===== src/rtl/pfpr_pkg.sv =====
// ----------------------------------------------------------------------------
// Pump flow PID regulator - shared package
// Widths, flow-band numerators, register indexes and the sequencer states.
// ----------------------------------------------------------------------------
`default_nettype none

package pfpr_pkg;

  localparam int PERIOD_W    = 32;
  localparam int SET_W       = 16;
  localparam int GAIN_W      = 16;
  localparam int LIMIT_W     = 16;
  localparam int PWM_W       = 8;
  localparam int ERR_W       = 18;
  localparam int PROD_W      = GAIN_W + ERR_W;
  localparam int FRAC_BITS   = 8;
  localparam int TERM_W      = PROD_W - FRAC_BITS;
  localparam int INT_W       = 32;
  localparam int SUM_W       = 34;
  localparam int SCALE_SHIFT = 5;
  localparam int NUMER_W     = 31;
  localparam int FLOW_W      = 16;
  localparam int DUTY_W      = 9;
  localparam int CFG_IDX_W   = 3;
  localparam int CFG_DATA_W  = 16;
  localparam int IN_TDATA_W  = 48;
  localparam int OUT_TDATA_W = 32;

  // The flow is 120e6 * K / (256 * period). 120e6 / 256 is exactly 468750,
  // so each band's numerator is 468750 * K with K in Q8.
  localparam logic [NUMER_W-1:0] NUMER_LOW_BAND = 31'd1080000000; // K = 9.0
  localparam logic [NUMER_W-1:0] NUMER_MID_BAND = 31'd1380000000; // K = 11.5
  localparam logic [NUMER_W-1:0] NUMER_DEFAULT  = 31'd1362187500; // K = 11.35

  localparam logic [SET_W-1:0] LOW_BAND_MIN = 16'd5500;
  localparam logic [SET_W-1:0] LOW_BAND_MAX = 16'd7500;
  localparam logic [SET_W-1:0] MID_BAND_MIN = 16'd1200;
  localparam logic [SET_W-1:0] MID_BAND_MAX = 16'd5600;

  localparam logic [FLOW_W-1:0] FLOW_MAX  = '1;
  localparam logic [DUTY_W-1:0] DUTY_FULL = 9'd256;

  typedef enum logic [CFG_IDX_W-1:0] {
    CFG_GAIN_P     = 3'd0,
    CFG_GAIN_I     = 3'd1,
    CFG_GAIN_D     = 3'd2,
    CFG_TERM_LIMIT = 3'd3,
    CFG_PWM_UPPER  = 3'd4,
    CFG_PWM_LOWER  = 3'd5
  } pfpr_cfg_reg_t;

  typedef enum logic [2:0] {
    ST_IDLE,
    ST_DIV,
    ST_ERR,
    ST_MST,
    ST_MUL,
    ST_ADD,
    ST_SUM,
    ST_OUT
  } pfpr_state_t;

  function automatic logic [NUMER_W-1:0] band_numer(input logic [SET_W-1:0] set);
    logic [NUMER_W-1:0] n;
    if (set > LOW_BAND_MIN && set < LOW_BAND_MAX) begin
      n = NUMER_LOW_BAND;
    end else if (set > MID_BAND_MIN && set < MID_BAND_MAX) begin
      n = NUMER_MID_BAND;
    end else begin
      n = NUMER_DEFAULT;
    end
    return n;
  endfunction

endpackage

`default_nettype wire


===== src/rtl/pfpr_div.sv =====
// ----------------------------------------------------------------------------
// Pump flow PID regulator - bit-serial divider
// Restoring division, one quotient bit per clock, MSB first.
// ----------------------------------------------------------------------------
`default_nettype none

module pfpr_div import pfpr_pkg::*; (
  input  logic               clk,
  input  logic               rst_n,
  input  logic               start,
  input  logic [NUMER_W-1:0] numer,
  input  logic [PERIOD_W-1:0] denom,
  output logic               done,
  output logic [NUMER_W-1:0] quot
);

  localparam int CNT_W = $clog2(NUMER_W);

  logic               busy_r, busy_nxt;
  logic               done_r, done_nxt;
  logic [CNT_W-1:0]   cnt_r, cnt_nxt;
  logic [NUMER_W-1:0] num_r, num_nxt;
  logic [NUMER_W-1:0] quot_r, quot_nxt;
  logic [PERIOD_W-1:0] den_r, den_nxt;
  logic [PERIOD_W-1:0] rem_r, rem_nxt;

  logic [PERIOD_W:0]   trial;
  logic [PERIOD_W+1:0] diff;
  logic                fits;

  // A zero divisor always fits, so the quotient comes out all ones.
  assign trial = {rem_r, num_r[NUMER_W-1]};
  assign diff  = {1'b0, trial} - {2'b00, den_r};
  assign fits  = ~diff[PERIOD_W+1];

  always_comb begin
    busy_nxt = busy_r;
    done_nxt = 1'b0;
    cnt_nxt  = cnt_r;
    num_nxt  = num_r;
    quot_nxt = quot_r;
    den_nxt  = den_r;
    rem_nxt  = rem_r;
    if (start) begin
      busy_nxt = 1'b1;
      cnt_nxt  = CNT_W'(NUMER_W - 1);
      num_nxt  = numer;
      den_nxt  = denom;
      rem_nxt  = '0;
      quot_nxt = '0;
    end else if (busy_r) begin
      num_nxt  = {num_r[NUMER_W-2:0], 1'b0};
      quot_nxt = {quot_r[NUMER_W-2:0], fits};
      rem_nxt  = fits ? diff[PERIOD_W-1:0] : trial[PERIOD_W-1:0];
      cnt_nxt  = cnt_r - 1'b1;
      if (cnt_r == '0) begin
        busy_nxt = 1'b0;
        done_nxt = 1'b1;
      end
    end
  end

  always_ff @(posedge clk) begin
    if (!rst_n) begin
      busy_r <= 1'b0;
      done_r <= 1'b0;
      cnt_r  <= '0;
    end else begin
      busy_r <= busy_nxt;
      done_r <= done_nxt;
      cnt_r  <= cnt_nxt;
    end
  end

  always_ff @(posedge clk) begin
    num_r  <= num_nxt;
    quot_r <= quot_nxt;
    den_r  <= den_nxt;
    rem_r  <= rem_nxt;
  end

  assign done = done_r;
  assign quot = quot_r;

endmodule

`default_nettype wire


===== src/rtl/pfpr_mul.sv =====
// ----------------------------------------------------------------------------
// Pump flow PID regulator - bit-serial signed multiplier
// Shift-and-add over the multiplier bits, LSB first; the sign bit subtracts.
// ----------------------------------------------------------------------------
`default_nettype none

module pfpr_mul import pfpr_pkg::*; (
  input  logic                     clk,
  input  logic                     rst_n,
  input  logic                     start,
  input  logic signed [GAIN_W-1:0] mcand,
  input  logic signed [ERR_W-1:0]  mplier,
  output logic                     done,
  output logic signed [PROD_W-1:0] prod
);

  localparam int CNT_W = $clog2(ERR_W);

  logic              busy_r, busy_nxt;
  logic              done_r, done_nxt;
  logic [CNT_W-1:0]  cnt_r, cnt_nxt;
  logic [PROD_W-1:0] mc_r, mc_nxt;
  logic [ERR_W-1:0]  mp_r, mp_nxt;
  logic [PROD_W-1:0] acc_r, acc_nxt;
  logic [PROD_W-1:0] addend;

  assign addend = mp_r[0] ? mc_r : '0;

  always_comb begin
    busy_nxt = busy_r;
    done_nxt = 1'b0;
    cnt_nxt  = cnt_r;
    mc_nxt   = mc_r;
    mp_nxt   = mp_r;
    acc_nxt  = acc_r;
    if (start) begin
      busy_nxt = 1'b1;
      cnt_nxt  = CNT_W'(ERR_W - 1);
      mc_nxt   = {{(PROD_W-GAIN_W){mcand[GAIN_W-1]}}, mcand};
      mp_nxt   = mplier;
      acc_nxt  = '0;
    end else if (busy_r) begin
      mc_nxt  = {mc_r[PROD_W-2:0], 1'b0};
      mp_nxt  = {1'b0, mp_r[ERR_W-1:1]};
      cnt_nxt = cnt_r - 1'b1;
      if (cnt_r == '0) begin
        // The multiplier's sign bit carries negative weight.
        acc_nxt  = acc_r - addend;
        busy_nxt = 1'b0;
        done_nxt = 1'b1;
      end else begin
        acc_nxt = acc_r + addend;
      end
    end
  end

  always_ff @(posedge clk) begin
    if (!rst_n) begin
      busy_r <= 1'b0;
      done_r <= 1'b0;
      cnt_r  <= '0;
    end else begin
      busy_r <= busy_nxt;
      done_r <= done_nxt;
      cnt_r  <= cnt_nxt;
    end
  end

  always_ff @(posedge clk) begin
    mc_r  <= mc_nxt;
    mp_r  <= mp_nxt;
    acc_r <= acc_nxt;
  end

  assign done = done_r;
  assign prod = $signed(acc_r);

endmodule

`default_nettype wire


===== src/rtl/pump_flow_pid_regulator_unit.sv =====
// An accepted beat passes through the divider, the error step, the multiplier
// start, the three multipliers, the add steps and the output step; the next
// beat is taken only once the block is back in idle. A result waiting in the
// output register holds the block only at its final step.
// Reset (rst_n low, synchronous) clears the sequencer, the output valid bit, the
// integral, previous error and running PWM, and loads the register defaults.
// ----------------------------------------------------------------------------
// Pump flow PID regulator - top level
// Flow estimate by serial division, PID terms by serial multiplication, and
// the clamped, inverted PWM duty ratio on a streaming output.
// ----------------------------------------------------------------------------
`default_nettype none

module pump_flow_pid_regulator_unit import pfpr_pkg::*; (
  input  logic                   clk,
  input  logic                   rst_n,
  // in_tdata: measured_period [31:0], set_point [47:32]
  input  logic                   in_tvalid,
  output logic                   in_tready,
  input  logic [IN_TDATA_W-1:0]  in_tdata,
  // out_tdata: duty_ratio [8:0], flow_estimate [24:9], zero [31:25]
  output logic                   out_tvalid,
  input  logic                   out_tready,
  output logic [OUT_TDATA_W-1:0] out_tdata,
  input  logic                   cfg_we,
  input  logic [CFG_IDX_W-1:0]   cfg_index,
  input  logic [CFG_DATA_W-1:0]  cfg_wdata
);

  // --------------------------------------------------------------------------
  // Configuration registers. Writes to indexes past the list are dropped.
  // --------------------------------------------------------------------------
  logic signed [GAIN_W-1:0] gain_p_r, gain_p_nxt;
  logic signed [GAIN_W-1:0] gain_i_r, gain_i_nxt;
  logic signed [GAIN_W-1:0] gain_d_r, gain_d_nxt;
  logic [LIMIT_W-1:0]       term_limit_r, term_limit_nxt;
  logic [PWM_W-1:0]         pwm_upper_r, pwm_upper_nxt;
  logic [PWM_W-1:0]         pwm_lower_r, pwm_lower_nxt;

  always_comb begin
    gain_p_nxt     = gain_p_r;
    gain_i_nxt     = gain_i_r;
    gain_d_nxt     = gain_d_r;
    term_limit_nxt = term_limit_r;
    pwm_upper_nxt  = pwm_upper_r;
    pwm_lower_nxt  = pwm_lower_r;
    if (cfg_we) begin
      case (pfpr_cfg_reg_t'(cfg_index))
        CFG_GAIN_P:     gain_p_nxt     = $signed(cfg_wdata[GAIN_W-1:0]);
        CFG_GAIN_I:     gain_i_nxt     = $signed(cfg_wdata[GAIN_W-1:0]);
        CFG_GAIN_D:     gain_d_nxt     = $signed(cfg_wdata[GAIN_W-1:0]);
        CFG_TERM_LIMIT: term_limit_nxt = cfg_wdata[LIMIT_W-1:0];
        CFG_PWM_UPPER:  pwm_upper_nxt  = cfg_wdata[PWM_W-1:0];
        CFG_PWM_LOWER:  pwm_lower_nxt  = cfg_wdata[PWM_W-1:0];
        default: begin
        end
      endcase
    end
  end

  // --------------------------------------------------------------------------
  // Sequencer state, controller state and the working registers of one beat.
  // --------------------------------------------------------------------------
  pfpr_state_t state_r, state_nxt;

  logic signed [INT_W-1:0]  integral_r, integral_nxt;
  logic signed [ERR_W-1:0]  prev_err_r, prev_err_nxt;
  logic [DUTY_W-1:0]        pwm_r, pwm_nxt;

  logic [SET_W-1:0]         set_r, set_nxt;
  logic [FLOW_W-1:0]        flow_r, flow_nxt;
  logic signed [ERR_W-1:0]  err_r, err_nxt;
  logic signed [ERR_W-1:0]  dclip_r, dclip_nxt;
  logic signed [TERM_W-1:0] p_r, p_nxt;
  logic signed [INT_W-1:0]  i_r, i_nxt;
  logic signed [TERM_W-1:0] d_r, d_nxt;
  logic signed [SUM_W-1:0]  s1_r, s1_nxt;
  logic signed [SUM_W-1:0]  s2_r, s2_nxt;
  logic signed [SUM_W-1:0]  total_r, total_nxt;

  logic                     out_valid_r, out_valid_nxt;
  logic [DUTY_W-1:0]        out_duty_r, out_duty_nxt;
  logic [FLOW_W-1:0]        out_flow_r, out_flow_nxt;

  // --------------------------------------------------------------------------
  // Serial units. The divider starts on the accepting edge itself, with the
  // band numerator picked straight from the incoming set point. The three
  // multipliers run side by side and finish together.
  // --------------------------------------------------------------------------
  logic                     in_accept;
  logic                     div_done;
  logic [NUMER_W-1:0]       div_quot;
  logic                     mul_start;
  logic                     mul_p_done, mul_i_done, mul_d_done;
  logic signed [PROD_W-1:0] prod_p, prod_i, prod_d;

  assign in_tready = (state_r == ST_IDLE);
  assign in_accept = in_tvalid && in_tready;
  assign mul_start = (state_r == ST_MST);

  pfpr_div u_div (
    .clk   (clk),
    .rst_n (rst_n),
    .start (in_accept),
    .numer (band_numer(in_tdata[PERIOD_W +: SET_W])),
    .denom (in_tdata[PERIOD_W-1:0]),
    .done  (div_done),
    .quot  (div_quot)
  );

  pfpr_mul u_mul_p (
    .clk    (clk),
    .rst_n  (rst_n),
    .start  (mul_start),
    .mcand  (gain_p_r),
    .mplier (err_r),
    .done   (mul_p_done),
    .prod   (prod_p)
  );

  pfpr_mul u_mul_i (
    .clk    (clk),
    .rst_n  (rst_n),
    .start  (mul_start),
    .mcand  (gain_i_r),
    .mplier (err_r),
    .done   (mul_i_done),
    .prod   (prod_i)
  );

  pfpr_mul u_mul_d (
    .clk    (clk),
    .rst_n  (rst_n),
    .start  (mul_start),
    .mcand  (gain_d_r),
    .mplier (dclip_r),
    .done   (mul_d_done),
    .prod   (prod_d)
  );

  // --------------------------------------------------------------------------
  // Datapath pieces. The products are Q8, so dropping the low eight bits of
  // the two's complement word gives the floor of the scaled term.
  // --------------------------------------------------------------------------
  logic signed [ERR_W-1:0]  err_c, diff_c, lim_e;
  logic signed [TERM_W-1:0] p_q, i_q, d_q, lim_t;
  logic signed [INT_W:0]    i_sum, i_hi, lim_x, int_min_x;
  logic signed [SUM_W-1:0]  scaled, up_x, lo_x, clamp_a, clamp_b;
  logic [PWM_W-1:0]         pwm_scaled;
  logic [DUTY_W-1:0]        duty_c;

  assign lim_e     = $signed({{(ERR_W-LIMIT_W){1'b0}}, term_limit_r});
  assign lim_t     = $signed({{(TERM_W-LIMIT_W){1'b0}}, term_limit_r});
  assign lim_x     = $signed({{(INT_W+1-LIMIT_W){1'b0}}, term_limit_r});
  assign int_min_x = $signed({2'b11, {(INT_W-1){1'b0}}});

  // Error and the clipped error difference; set point and flow are both
  // below 2^16, so both differences fit the error width exactly.
  assign err_c  = $signed({{(ERR_W-SET_W){1'b0}}, set_r})
                - $signed({{(ERR_W-FLOW_W){1'b0}}, flow_r});
  assign diff_c = err_c - prev_err_r;

  assign p_q = $signed(prod_p[PROD_W-1:FRAC_BITS]);
  assign i_q = $signed(prod_i[PROD_W-1:FRAC_BITS]);
  assign d_q = $signed(prod_d[PROD_W-1:FRAC_BITS]);

  // The integral is clamped above by the term limit and saturates below.
  assign i_sum = $signed({integral_r[INT_W-1], integral_r})
               + $signed({{(INT_W+1-TERM_W){i_q[TERM_W-1]}}, i_q});
  assign i_hi  = (i_sum > lim_x) ? lim_x : i_sum;

  // Scale down by 32 with floor, then apply the upper bound and after it the
  // lower one, so crossed bounds settle on the lower bound.
  assign scaled     = total_r >>> SCALE_SHIFT;
  assign up_x       = $signed({{(SUM_W-PWM_W){1'b0}}, pwm_upper_r});
  assign lo_x       = $signed({{(SUM_W-PWM_W){1'b0}}, pwm_lower_r});
  assign clamp_a    = (scaled > up_x) ? up_x : scaled;
  assign clamp_b    = (clamp_a < lo_x) ? lo_x : clamp_a;
  assign pwm_scaled = clamp_b[PWM_W-1:0];
  assign duty_c     = DUTY_FULL - {1'b0, pwm_scaled};

  // --------------------------------------------------------------------------
  // Next state and datapath updates.
  // --------------------------------------------------------------------------
  always_comb begin
    state_nxt     = state_r;
    integral_nxt  = integral_r;
    prev_err_nxt  = prev_err_r;
    pwm_nxt       = pwm_r;
    set_nxt       = set_r;
    flow_nxt      = flow_r;
    err_nxt       = err_r;
    dclip_nxt     = dclip_r;
    p_nxt         = p_r;
    i_nxt         = i_r;
    d_nxt         = d_r;
    s1_nxt        = s1_r;
    s2_nxt        = s2_r;
    total_nxt     = total_r;
    out_valid_nxt = out_valid_r && !out_tready;
    out_duty_nxt  = out_duty_r;
    out_flow_nxt  = out_flow_r;

    case (state_r)
      ST_IDLE: begin
        if (in_accept) begin
          set_nxt   = in_tdata[PERIOD_W +: SET_W];
          state_nxt = ST_DIV;
        end
      end
      ST_DIV: begin
        if (div_done) begin
          // A zero period divides to all ones and so saturates here as well.
          flow_nxt  = (div_quot > NUMER_W'(FLOW_MAX)) ? FLOW_MAX : div_quot[FLOW_W-1:0];
          state_nxt = ST_ERR;
        end
      end
      ST_ERR: begin
        err_nxt   = err_c;
        dclip_nxt = (diff_c > lim_e) ? lim_e : diff_c;
        state_nxt = ST_MST;
      end
      ST_MST: begin
        state_nxt = ST_MUL;
      end
      ST_MUL: begin
        if (mul_p_done && mul_i_done && mul_d_done) begin
          p_nxt        = (p_q > lim_t) ? lim_t : p_q;
          i_nxt        = (i_hi < int_min_x) ? int_min_x[INT_W-1:0] : i_hi[INT_W-1:0];
          d_nxt        = d_q;
          integral_nxt = (i_hi < int_min_x) ? int_min_x[INT_W-1:0] : i_hi[INT_W-1:0];
          prev_err_nxt = err_r;
          state_nxt    = ST_ADD;
        end
      end
      ST_ADD: begin
        s1_nxt    = $signed({{(SUM_W-DUTY_W){1'b0}}, pwm_r})
                  + $signed({{(SUM_W-TERM_W){p_r[TERM_W-1]}}, p_r});
        s2_nxt    = $signed({{(SUM_W-INT_W){i_r[INT_W-1]}}, i_r})
                  + $signed({{(SUM_W-TERM_W){d_r[TERM_W-1]}}, d_r});
        state_nxt = ST_SUM;
      end
      ST_SUM: begin
        total_nxt = s1_r + s2_r;
        state_nxt = ST_OUT;
      end
      ST_OUT: begin
        // Load the output register once it is free or being emptied.
        if (!out_valid_r || out_tready) begin
          out_valid_nxt = 1'b1;
          out_duty_nxt  = duty_c;
          out_flow_nxt  = flow_r;
          pwm_nxt       = duty_c;
          state_nxt     = ST_IDLE;
        end
      end
      default: begin
        state_nxt = ST_IDLE;
      end
    endcase
  end

  always_ff @(posedge clk) begin
    if (!rst_n) begin
      state_r      <= ST_IDLE;
      out_valid_r  <= 1'b0;
      integral_r   <= '0;
      prev_err_r   <= '0;
      pwm_r        <= '0;
      gain_p_r     <= '0;
      gain_i_r     <= '0;
      gain_d_r     <= '0;
      term_limit_r <= '1;
      pwm_upper_r  <= '1;
      pwm_lower_r  <= '0;
    end else begin
      state_r      <= state_nxt;
      out_valid_r  <= out_valid_nxt;
      integral_r   <= integral_nxt;
      prev_err_r   <= prev_err_nxt;
      pwm_r        <= pwm_nxt;
      gain_p_r     <= gain_p_nxt;
      gain_i_r     <= gain_i_nxt;
      gain_d_r     <= gain_d_nxt;
      term_limit_r <= term_limit_nxt;
      pwm_upper_r  <= pwm_upper_nxt;
      pwm_lower_r  <= pwm_lower_nxt;
    end
  end

  always_ff @(posedge clk) begin
    set_r      <= set_nxt;
    flow_r     <= flow_nxt;
    err_r      <= err_nxt;
    dclip_r    <= dclip_nxt;
    p_r        <= p_nxt;
    i_r        <= i_nxt;
    d_r        <= d_nxt;
    s1_r       <= s1_nxt;
    s2_r       <= s2_nxt;
    total_r    <= total_nxt;
    out_duty_r <= out_duty_nxt;
    out_flow_r <= out_flow_nxt;
  end

  assign out_tvalid = out_valid_r;
  assign out_tdata  = {{(OUT_TDATA_W-DUTY_W-FLOW_W){1'b0}}, out_flow_r, out_duty_r};

endmodule

`default_nettype wire


===== config.mk =====
export PLATFORM = sky130hd
export DESIGN_NAME = pump_flow_pid_regulator_unit
export DESIGN_NICKNAME = d
export VERILOG_FILES = /design/src/rtl/pfpr_pkg.sv /design/src/rtl/pfpr_div.sv /design/src/rtl/pfpr_mul.sv /design/src/rtl/pump_flow_pid_regulator_unit.sv
export SDC_FILE = /design/constraint.sdc
export NUM_CORES = 2
export LEC_CHECK = 0
export ABC_AREA = 1
export ABC_CLOCK_PERIOD_IN_PS = 5800
export BUFFER_PORTS_ARGS = -buffer_cell sky130_fd_sc_hd__buf_2
export CAP_MARGIN = 20
export CORE_AREA = 5 5 397 204
export DETAILED_ROUTE_END_ITERATION = 6
export DIE_AREA = 0 0 402 209
export GPL_ROUTABILITY_DRIVEN = 0
export MAX_ROUTING_LAYER = met4
export PLACE_DENSITY = 0.81
export SYNTH_ARGS = -nofsm -noshare
export SYNTH_HDL_FRONTEND = slang
export SYNTH_SLANG_ARGS = --single-unit

===== constraint.sdc =====
create_clock -name clk -period 5.8 [get_ports clk]
set_input_delay 1.74 -clock clk [delete_from_list [all_inputs] [get_ports clk]]
set_output_delay 1.74 -clock clk [all_outputs]
set_load 0.005 [all_outputs]

==> results.yml <==
power:
  peakVddDrop_mv: 0.324
  p_per_area_mw_per_mm2: 514
  power_frac_seq_pct: 30.8
  p_leak_nw: 25.2
  intPower_w: 0.0147
  comb_power_share_pct: 50.5
  switching_share_pct: 45.9
  clkPwrFrac_pct: 18.7
  switching_power_w: 0.0125
  p_total_w: 0.0273
global_routing:
  grt_max_degree: 87
  grtUsageTotal_pct: 34.1
  grt_pass1_wl_um: 220000
  antenna_found_initial: 9
  grt_remaining_overflow: 0
  grt_pass1_vias: 38225
floorplanning:
  start_util_pct: 62.7
  dieArea_sq_mm: 0.0840
  die_w_um: 402
  die_h_um: 209
  rows: 73
  io-pin-count: 106
  coreArea_sq_mm: 0.0778
flow_run:
  max_cap_violations: 0
worst_setup_path:
  critPathLaunchType: "flip-flop"
  path_max_fanout: 28
  cp.required_ps: 6200
  cp-end-kind: "flip-flop"
  worstPathArrival_ps: 5810
  worst_path_most_repeated_cell: "nand2_1"
  critical_path_class: "reg -> reg"
  crit_path_top_delay_cell: "fa_1"
  max_stage_delay_ps: 410
final_layout:
  multi_input_area_sq_mm: 0.0239
  final_nets: 6583
  drive_gt1_share_pct: 5.34
  final_core_util_pct: 68.1
  num-fill-cells: 6132
  fin_cells: 7285
  layout_commonest_cell: "nand2_1"
  final_cell_mix: "nand2_1 (1421), inv_1 (812), nor2_1 (575), edfxtp_1 (482), a21oi_1 (465)"
  regArea_sq_mm: 0.0212
  syn_to_final_growth_pct: 8.69
clock_tree:
  clockBufferDepth: 3
  h-tree-depth: 3
  path_clk_slew_ps: 70
  ctsHoldBuffers: 0
  cts_setup_buffers: 0
  insertion_delay_ps: 690
  root_buffer: "clkbuf_16"
  cts_sinks: 817
  cts_buffers: 72
  cts_tree: "done"
detailed_routing:
  drt_iter0_markers: 6488
  first_pass_iters: 7
  wl_per_cell_um: 19.8
  drc: 100
  via_per_inst: 5.97
  routed-via-count: 43486
  totalWireLength_um: 144000
  final_antenna_net_count: 0
timing:
  finalHoldViolCount: 0
  fin_skew_ps: 39.7
  worstMarginPinSlew_ps: 1030
  period_needed_ps: 5410
  fin_crit_sh_pct: 93.3
  finalSetupViolations: 0
  totalNegativeSetupSlack_ps: 0
  fmax_ghz: 0.185
  max-slew-margin-rel_pct: 31.4
  maxSlewViolCount: 0
yosys:
  syn_area_per_cell_sq_um: 8.01
  synth_edf_count: 482
  ys_warn_count: 0
  synth_ff_type: "edfxtp_1"
  ys_seq_area_share_pct: 43.4
  synth-seq-cells: 817
  yosys.cell_types.count: 66
  synth_area_sq_mm: 0.0488
  async_reset_ff_share_pct: 0
  syn_inst: 6091
placement:
  dp_hpwl_um: 109000
  placedCellCount: 7128
  port_buffers: 98
worst_hold_path:
  hold_path.class: "reg -> reg"
run_status:
  violations: "design-rule violations"
  outcome: "complete, but fails checks"
worst max-delay path: cells and delay by family (launching register included):
family | cells | cell delay (ps)
simple gates | 18 | 1570
fa+ha+maj | 4 | 1110
compound gates | 8 | 1110
buf+inv | 6 | 560
flops | 1 | 380
xor+xnor | 2 | 360
Yosys cell counts (3+ instances only):
cell	number	share of area (%)
nand2_1	1422	11
inv_1	818	6.3
nor2_1	578	4.4
edfxtp_1	482	30
a21oi_1	467	4.8
o21ai_0	462	4.7
ha_1	345	8.9
dfxtp_1	335	14
xor2_1	202	3.6
nand3_1	186	1.9
clkbuf_1	139	1.1
xnor2_1	100	1.8
nand4_1	71	0.91
nor3_1	57	0.58
o211ai_1	48	0.74
a31oi_1	39	0.50
a22oi_1	31	0.48
a21o_1	21	0.32
nand3b_1	21	0.32
nor4_1	20	0.26
o221ai_1	20	0.36
o21bai_1	19	0.29
o21a_1	16	0.25
o31ai_1	15	0.23
a211oi_1	13	0.20
buf_1	13	0.10
a21boi_0	12	0.18
or2_2	11	0.14
buf_2	9	0.092
fa_1	9	0.37
o21ai_1	9	0.092
a221oi_1	8	0.14
clkinv_1	8	0.062
buf_4	7	0.11
a21boi_1	6	0.092
nand4_2	6	0.15
nor2_2	6	0.077
and3_1	5	0.064
inv_2	5	0.038
nand2_2	5	0.064
nor3_2	5	0.10
o22ai_1	5	0.064
nor3b_1	4	0.062
buf_6	3	0.069
cell type report:
class                           instances  area share [%]
Multi-Input combinational cell       4278            45.0
Antenna cell                           20          0.0944
Sequential cell                       817            40.0
Inverter                              831            5.89
Clock buffer                           91            3.75
Tap cell                             1050            2.48
Timing Repair Buffer                  157            1.97
Clock inverter                         41           0.850
registers in the layout (all words and copies together), names as in the netlist, 33 cells and up:
register      cells
u_mul_d.mc_r     34
u_mul_d.prod     34
u_mul_i.mc_r     34
u_mul_i.prod     34
u_mul_p.mc_r     34
u_mul_p.prod     34
s2_r             33
path summary, 6_finish.rpt:
check,from,endpoint,slack (ps),cells after the start
setup / recovery,set_r[0],dclip_r[6],390,38
hold / removal,u_div.quot[0],u_div.quot[1],430,2
setup reg to reg,set_r[0],dclip_r[6],390,38
hold reg to reg,u_div.quot[0],u_div.quot[1],430,2
logic make-up after synthesis:
family | Yosys count | synth area share [%]
xor gates and xnor gates | 303 | 5.48
other | 1 | 0.00769
DFF | 817 | 43.4
buffers and inverters | 1002 | 7.83
AOI/OAI and AO/OA | 1206 | 13.8
and+or+nand+nor | 2408 | 20.2
adders and majority gates | 354 | 9.22
routing by layer:
layer  GRT usage [%]  up-vias  routed length (um)
li1                -    20420                   -
met1            50.9    20062               63000
met5               -        -                   0
met2            40.3     2734               51400
met3            16.9      270               26200
met4            7.78        0                3440
through the flow:
stage / setup WS (ps) / hold slack (ps) / instance area [sq um]
floorplan: 1000 / 408 / 48800
global placement: 434 / 432 / 50400
detailed placement: 369 / 435 / 50400
CTS: 313 / 447 / 52800
global route: -8.07 / 459 / 53000
finish: 391 / 432 / 53000
power by group through the flow:
stage	logic (W)	clock network, W	registers (W)
final	0.0138	0.00509	0.00841
after global routing	0.0150	0.00537	0.00845
after CTS	0.0130	0.00512	0.00831
after detailed placement	0.0129	0	0.00843
after global placement	0.0125	0	0.00840
after floorplan	0.00951	0	0.00807
timing repair:
action | 4_1_cts | 5_1_grt
resized for setup | 0 | 9
hold endpoints to repair | 0 | 0
endpoints found under the setup margin | 0 | 16
(Power assumes the default switching activity.)
